==> src/mts_pkg.sv <==
// Shared constants, codes and control types for the min-tracking stack.
// No dependencies; every other file imports it.
package mts_pkg;

  // stack geometry
  localparam int STACK_DEPTH = 256;
  localparam int ADDR_W      = $clog2(STACK_DEPTH);
  localparam int LVL_W       = $clog2(STACK_DEPTH + 1);

  // field widths
  localparam int DATA_W   = 32;
  localparam int WORD_W   = DATA_W + 2;
  localparam int COUNT_W  = 9;
  localparam int STATUS_W = 2;

  // operation codes
  localparam logic CMD_PUSH = 1'b0;
  localparam logic CMD_POP  = 1'b1;

  // result status codes
  localparam logic [STATUS_W-1:0] ST_OK        = 2'd0;
  localparam logic [STATUS_W-1:0] ST_POP_EMPTY = 2'd1;
  localparam logic [STATUS_W-1:0] ST_PUSH_FULL = 2'd2;

  // controller to datapath commands
  typedef struct packed {
    logic exec;   // apply the accepted beat to the stack state
    logic load;   // capture the result into the output register
  } mts_cmd_t;

endpackage

==> src/mts_ctrl.sv <==
// Controller for the min-tracking stack: handshake and sequencing.
// Depends on mts_pkg; drives mts_dp through a mts_cmd_t command bundle.
module mts_ctrl (
  input  logic              clk,
  input  logic              rst,
  input  logic              in_valid,
  output logic              in_ready,
  output logic              out_valid,
  input  logic              out_ready,
  output mts_pkg::mts_cmd_t cmd_o
);
  import mts_pkg::*;

  typedef enum logic {
    S_IDLE,
    S_EMIT
  } state_t;

  state_t state;

  // command decode
  assign cmd_o.exec = (state == S_IDLE) && in_valid && in_ready;
  assign cmd_o.load = (state == S_EMIT) && (!out_valid || out_ready);

  // state and registered handshake outputs
  always_ff @(posedge clk) begin
    if (rst) begin
      state     <= S_IDLE;
      in_ready  <= 1'b0;
      out_valid <= 1'b0;
    end else begin
      unique case (state)
        S_IDLE: begin
          if (out_ready) out_valid <= 1'b0;
          if (cmd_o.exec) begin
            state    <= S_EMIT;
            in_ready <= 1'b0;
          end else begin
            in_ready <= 1'b1;
          end
        end
        S_EMIT: begin
          if (cmd_o.load) begin
            state     <= S_IDLE;
            in_ready  <= 1'b1;
            out_valid <= 1'b1;
          end
        end
        default: begin
          state    <= S_IDLE;
          in_ready <= 1'b0;
        end
      endcase
    end
  end

endmodule

==> config.mk <==
export PLATFORM = sky130hd
export DESIGN_NAME = mts_ctrl
export DESIGN_NICKNAME = d
export VERILOG_FILES = /design/src/mts_pkg.sv /design/src/mts_ctrl.sv
export SDC_FILE = /design/constraint.sdc
export NUM_CORES = 1
export LEC_CHECK = 0
export ABC_AREA = 1
export ABC_CLOCK_PERIOD_IN_PS = 800
export BUFFER_PORTS_ARGS = -buffer_cell sky130_fd_sc_hd__buf_2
export CORE_AREA = 2 2 39 41
export DETAILED_ROUTE_END_ITERATION = 8
export DIE_AREA = 0 0 41 43
export SKIP_CTS_REPAIR_TIMING = 1
export SLEW_MARGIN = 40
export SYNTH_ARGS = -nofsm -noshare
export SYNTH_HDL_FRONTEND = slang
export SYNTH_SLANG_ARGS = --single-unit
==> constraint.sdc <==
create_clock -name clk -period 0.8 [get_ports clk]
set_input_delay 0.12 -clock clk [delete_from_list [all_inputs] [get_ports clk]]
set_output_delay 0.12 -clock clk [all_outputs]
set_load 0.02 [all_outputs]
== Yosys cells after proc, flatten, opt, wreduce, memory -nomap -nowiden ==
Cells that the tools add are included.
W data, S select, Z words.

* Reductions and logical operators: 6
* Magnitude comparators: 0
* Bitwise operators: 1
* $mul: 0
* Multiplexer cells: 8
* Equality and inequality tests: 2
* Shift-type cells: 0
* Div/mod/pow operators: 0
* $add $sub $neg: 0

{| class="wikitable"
|+ Operators with widths
! kind !! count
|-
| $pmux W1 S2 || 3
|-
| $mux W1 || 5
|-
| $ne A2 B2 Y1 const B || 2
|-
| $logic_and A1 B1 Y1 || 3
|-
| $reduce_and A2 Y1 || 1
|-
| $logic_not A1 Y1 || 1
|-
| $logic_or A1 B1 Y1 || 1
|-
| $not A1 Y1 || 1
|}

* Word-level logic and storage cells: 20
* Latch bits: 0
* Register bits: 3
* Memories: 0
* Memory bits (writable): 0
* ROM bits: 0

== Longest topological paths before layout ==
Gate-level depths: netlist (run 1).

* Depth in word-level cells: 5
* Mapped depth: 4
* Depth with buffers taken out: 4

== Worst setup path after synthesis (run 1) ==
Ideal clock, no wire load.

* Path kind: flip-flop to output port
* From: register out_valid
* To: output cmd_o[0] in the netlist's numbering
* Data arrival time: 773 ps
* Slack: -93 ps
* Required time: 680 ps
* Cell stages (with the launch flop): 2
* Path through: dfxtp_1 > a21oi_1

{| class="wikitable"
|+ RTL lines
! element !! line !! text
|-
| from (decl) || mts_ctrl.sv:8 || <nowiki>output logic out_valid,</nowiki>
|-
| from (signal assigned) || mts_ctrl.sv:30 || <nowiki>out_valid <= 1'b0;</nowiki>
|-
| from (signal assigned) || mts_ctrl.sv:34 || <nowiki>if (out_ready) out_valid <= 1'b0;</nowiki>
|-
| from (signal assigned) || mts_ctrl.sv:46 || <nowiki>out_valid <= 1'b1;</nowiki>
|-
| to (decl) || mts_ctrl.sv:10 || <nowiki>output mts_pkg::mts_cmd_t cmd_o</nowiki>
|}

==> results of run 1 <==
-- sequential cells by signal (all words and copies together) (netlist names) --
register,flops
state,1
out_valid,1
in_ready,1
-- worst paths after layout --
check	from	end	cells past startpoint
worst max-delay path	state$_SDFF_PP0_	cmd_o[0]	3
worst min-delay path	rst	state$_SDFF_PP0_	2
worst max register to register	state$_SDFF_PP0_	in_ready$_SDFFE_PP0P_	5
worst min register to register	out_valid$_SDFFE_PP0P_	out_valid$_SDFFE_PP0P_	2
-- power breakdown --
part	switching, W	internal, W
logic	0.0000373	0.0000380
registers	0.00000943	0.000159
clock network	0.0000704	0.000186
total	0.000117	0.000383
-- layout by cell type, fill, tap and decap left out --
master    synthesis  routed
buf_6             0       3
dfxtp_2           0       2
a21oi_2           0       1
nand3_1           1       1
nor2_1            2       2
nand2_2           1       1
clkbuf_1          0       1
inv_1             2       1
buf_2             0       3
nand2_1           1       1
inv_4             0       1
buf_4             0       2
clkbuf_4          0       3
inv_2             2       2
a21oi_1           3       2
nand3_4           0       1
dfxtp_4           0       1
-- cells in the mapped netlist, drive strengths merged --
master / n
dfxtp: 3
nand2: 2
nand3: 2
a21oi: 3
nor2: 2
inv: 4
-- worst max-delay path, delay by kind of cell, from the launching register on --
kind | cells | cell delay [ns]
buffers and inverters | 2 | 0.18
AO/OA/AOI/OAI | 1 | 0.11
flip-flops | 1 | 0.34
-- cell families after synthesis --
family                 after synthesis  share of synthesized area [%]
buffers and inverters                4                           12.2
flip-flops                           3                           49.0
AND/OR/NAND/NOR                      6                           26.5
AO/OA/AOI/OAI                        3                           12.2
-- layer usage --
metal | up-vias | GRT usage (%) | share of wire, %
met5 | - | 0 | 0
met4 | 0 | 10.0 | 0
met3 | 0 | 3.14 | 10
met2 | 7 | 4.69 | 56
met1 | 60 | 1.27 | 34
li1 | 73 | - | -
-- area by class of cell --
type / instances / area, µm²
Timing Repair Buffer: 8 / 63.8
Fill cell: 160 / 1130
Tap cell: 16 / 20.0
Inverter: 4 / 17.5
Clock buffer: 4 / 26.3
Multi-Input combinational cell: 9 / 58.8
Sequential cell: 3 / 66.3
-- through the flow --
| stage | TNS, ns | setup slack (ns) |
|---|---|---|
| floorplan | 0 | 0.0313 |
| global placement | 0 | 0.0169 |
| detailed placement | 0 | 0.0145 |
| CTS | -0.557 | -0.238 |
| global route | -0.560 | -0.222 |
| finish | -0.396 | -0.170 |
==> qor.csv, run 1 <==
stage,metric,value,unit
layout,post-layout util,18.3,%
sta,Final Hold Viols,0,
grt,vias in the first global route,119,
run_status,failing checks,negative setup slack,
detailed_routing,ANT nets after route,0,
critical_path,CP required,0.68,ns
min_path,HP Class,input pin to register,
detailed_routing,wire per inst,6.50,µm
power,total power,0.000500,W
detailed_routing,via count,140,
placement,dpl cell area,184,µm²
power,VDD IR max,0.311,mV
critical_path,Worst R2R Setup Slack,0.02,ns
clocking,clock root buffer,clkbuf_4,
clocking,Skew-Pair Late Insertion Delay,0.23,ns
layout,"Area growth, synth to finish",106,%
sta,measured slew at the worst slew-check pin,0.102,ns
floorplan,die area,1760,µm²
synthesis,"area leader, netlist",dfxtp_1,
flow_run,Max Cap Viol,0,
sta,minimum clock period,0.970,ns
clocking,clock sinks,3,
layout,fin nets,33,
placement,IO Port Bufs,7,
grt,largest net degree at the start of global routing,5,
detailed_routing,DRC viols,0,
layout,number of diodes,0,
floorplan,Std-Cell Rows,14,
critical_path,crit-path cells,inv_4 > a21oi_2 > buf_6,
sta,fin crit share,121,%
critical_path,Critical Path Source Type,register,
grt,initial antenna violation count,0,
synthesis,Ys Warns,0,
synthesis,"FF+latch count, synth",3,
floorplan,die width,41,µm
sta,fmax,1030,MHz
critical_path,"Max FO, Critical Path",3,
synthesis,Post-Syn Nets,20,
clocking,CTS buffer count,3,
sta,Max Slew Vio Count,0,
synthesis,post-synthesis cell area,123,µm²
layout,share of cells above drive strength 1,71.4,%
synthesis,"Distinct cells, synth",9,
sta,worst hold slack,0.0726,ns
critical_path,critical path's slowest cell,dfxtp_2,
synthesis,Synth area leaders,"dfxtp_1 49%, a21oi_1 12%, nand3_2 8.2%",
synthesis,Synth top area share,49.0,%
floorplan,Starting Density,8.86,%
placement,Final GP Congestion,0.437,
power,Power per Cell Area,1980,nW/µm²
floorplan,I/O pin cnt,8,
grt,gr usage total,4.00,%
detailed_routing,DRT Pass-1 Iters,2,
sta,final setup margin,-0.170,ns
synthesis,register area share after synthesis,49.0,%
critical_path,Setup CP Type,register to output pin,
sta,RSZ-0062 raised after global routing,yes,
clocking,H-tree levels,1,
grt,first-pass GRT wire length,345,µm
grt,gr ovfl total,0,
sta,final setup vio count,4,
critical_path,Worst setup EP type,output pin,
layout,Post-Layout Cell Count,44,
placement,# placed instances,39,
detailed_routing,drt total wl,286,µm
sta,Final Skew,0.00346,ns
synthesis,syn_area_per_cell,7.66,µm²
floorplan,total core area,1380,µm²
clocking,CTS Buffer Depth,2,
synthesis,Gate Count Post-Synth,16,
power,Leak,0.116,nW
critical_path,Max stage delay on crit path,0.34,ns
clocking,clock-pin slew on the worst setup and hold paths,0.03,ns
run_status,status,"finished, violations left",
sta,Slew Limit Headroom,93.2,%
critical_path,crit path DAT,0.85,ns
floorplan,Die H,43,µm
detailed_routing,Vias per Instance,3.18,
detailed_routing,DRT iter0 DRCs,2,
layout,design area,253,µm²
clocking,CTS tree,yes,
Note: power is estimated with default switching activity, not from simulation.
==> inputs of run 2 (changes only) <==
==> constraint.sdc (replaced) <==
create_clock -name clk -period 0.8 [get_ports clk]
set_input_delay 0.04 -clock clk [delete_from_list [all_inputs] [get_ports clk]]
set_output_delay 0.04 -clock clk [all_outputs]
set_load 0.02 [all_outputs]
==> qor.csv, run 2 (same netlist as run 1, synthesis figures left out) <==
stage,metric,value,unit
min_path,hold depth,4,
sta,final setup margin,-0.116,ns
detailed_routing,DRT Pass-1 Iters,2,
grt,first-pass GRT wire length,338,µm
power,share of power burned in registers,33.3,%
detailed_routing,WL met3,27,µm
sta,final setup vio count,2,
clocking,CTS Buffer Depth,2,
power,Pint,0.000383,W
floorplan,Starting Density,8.86,%
layout,share of cells above drive strength 1,67.9,%
sta,fmax,1090,MHz
grt,gr ovfl total,0,
min_path,hold_sp,out_ready,
sta,Max Slew Vio Count,0,
power,sw power,0.000123,W
floorplan,total core area,1380,µm²
detailed_routing,met2 wire length,162,µm
critical_path,"Max FO, Critical Path",3,
placement,IO Port Bufs,7,
clocking,CTS buffer count,3,
floorplan,die width,41,µm
sta,fin crit share,114,%
layout,fin nets,33,
min_path,hold endpoint,out_valid$_SDFFE_PP0P_,
critical_path,Worst R2R Setup Slack,0.08,ns
detailed_routing,ANT nets after route,0,
clocking,clock-pin slew on the worst setup and hold paths,0.04,ns
critical_path,Critical Path Source Type,register,
floorplan,I/O pin cnt,8,
power,total power,0.000506,W
sta,Final Skew,0.00160,ns
layout,"Area growth, synth to finish",104,%
critical_path,Setup CP Type,register to output pin,
grt,largest net degree at the start of global routing,5,
sta,measured slew at the worst slew-check pin,0.117,ns
power,combinational power share,14.6,%
floorplan,Std-Cell Rows,14,
layout,biggest registers after layout,"in_ready x1, out_valid x1, state x1",
sta,RSZ-0062 raised after global routing,yes,
power,Sw Ratio,24.3,%
detailed_routing,top routing layer in use,met4,
critical_path,CP required,0.76,ns
clocking,clock root buffer,clkbuf_4,
detailed_routing,drt total wl,312,µm
power,Power per Cell Area,2020,nW/µm²
detailed_routing,DRT iter0 DRCs,1,
run_status,failing checks,negative setup slack,
sta,Final Hold Viols,0,
sta,minimum clock period,0.916,ns
sta,worst hold slack,0.0755,ns
clocking,H-tree levels,1,
power,Clk pwr share,52.2,%
min_path,HP Class,input pin to register,
critical_path,Worst setup EP type,output pin,
clocking,Skew-Pair Late Insertion Delay,0.23,ns
detailed_routing,Vias per Instance,3.30,
flow_run,Max Cap Viol,0,
critical_path,worst reg2reg path depth,3,
floorplan,Die H,43,µm
power,VDD IR max,0.279,mV
grt,vias in the first global route,114,
detailed_routing,DRC viols,0,
floorplan,die area,1760,µm²
run_status,status,"finished, violations left",
placement,Final GP Congestion,0.466,
sta,Slew Limit Headroom,92.2,%
clocking,CTS tree,yes,
power,Leak,0.115,nW
critical_path,crit path DAT,0.88,ns
detailed_routing,via count,145,
layout,most frequent cells in the layout,"3 x inv_2, 3 x clkbuf_4, 3 x dfxtp_2, 3 x buf_2, 3 x buf_6",
clocking,clock sinks,3,
critical_path,Critical R2R Capture,in_ready$_SDFFE_PP0P_,
detailed_routing,met1 WL,111,µm
detailed_routing,wire per inst,7.09,µm
grt,gr usage total,4.01,%
grt,initial antenna violation count,0,
layout,number of diodes,0,
critical_path,R2R Path Start,out_valid$_SDFFE_PP0P_,
-- run 2: cell count changes in the layout (fill, tap and decap cells not counted) --
cell	change
buf_4	-1
inv_2	+1
dlygate4sd3_1	+1
dfxtp_4	-1
inv_4	-1
dfxtp_2	+1
-- run 2: through the flow --
stage	std cells	setup TNS, ns	worst slack, ns	instance area, µm²	utilization [%]
after floorplan	16	0	0.0131	124	-
after detailed placement	39	0	0.0987	179	12.9
final	44	-0.206	-0.116	250	18.1
after CTS	43	-0.304	-0.155	205	14.8
after global routing	44	-0.310	-0.171	250	18.1
after global placement	39	0	0.109	179	12.9
-- run 2: final cells by class --
class	count	area (µm²)
inverters	4	15.0
fillers	163	1130
flip-flops and latches	3	63.8
clock buffers	4	26.3
well taps	16	20.0
multi-input cells	9	58.8
repair buffers	8	66.3
-- run 2: power groups by stage --
stage	registers (W)	logic, W	clock network [W]
detailed placement	0.000167	0.0000534	0
global placement	0.000167	0.0000521	0
floorplan	0.000174	0.0000243	0
finish	0.000168	0.0000738	0.000264
CTS	0.000165	0.0000536	0.000279
global route	0.000169	0.0000809	0.000290
-- run 2: worst max-delay path by stage --
| stage | from | slack, ns | cells after the start | endpoint |
|---|---|---|---|---|
| 6_report | state$_SDFF_PP0_ | -0.12 | 4 | cmd_o[1] |
| 5_1_grt | state$_SDFF_PP0_ | -0.17 | 4 | cmd_o[1] |
| 4_1_cts | state$_SDFF_PP0_ | -0.15 | 4 | cmd_o[1] |
| 3_5_place_dp | state$_SDFF_PP0_ | 0.1 | 4 | cmd_o[1] |
| 3_3_place_gp | state$_SDFF_PP0_ | 0.11 | 4 | cmd_o[1] |
| 2_1_floorplan | in_ready$_SDFFE_PP0P_ | 0.01 | 3 | in_ready$_SDFFE_PP0P_ |
-- run 2: worst max-delay path, cell delays in order, from the launching register on --
cell,delay [ns]
dfxtp_2,0.31
inv_2,0.09
nand3_4,0.08
inv_2,0.06
buf_6,0.10
-- run 2: per-layer routing --
metal  up-vias  track usage, %
met5         -               0
met4         0            10.0
met3         2            3.14
met2         9            4.69
met1        62            1.28
li1         72               -
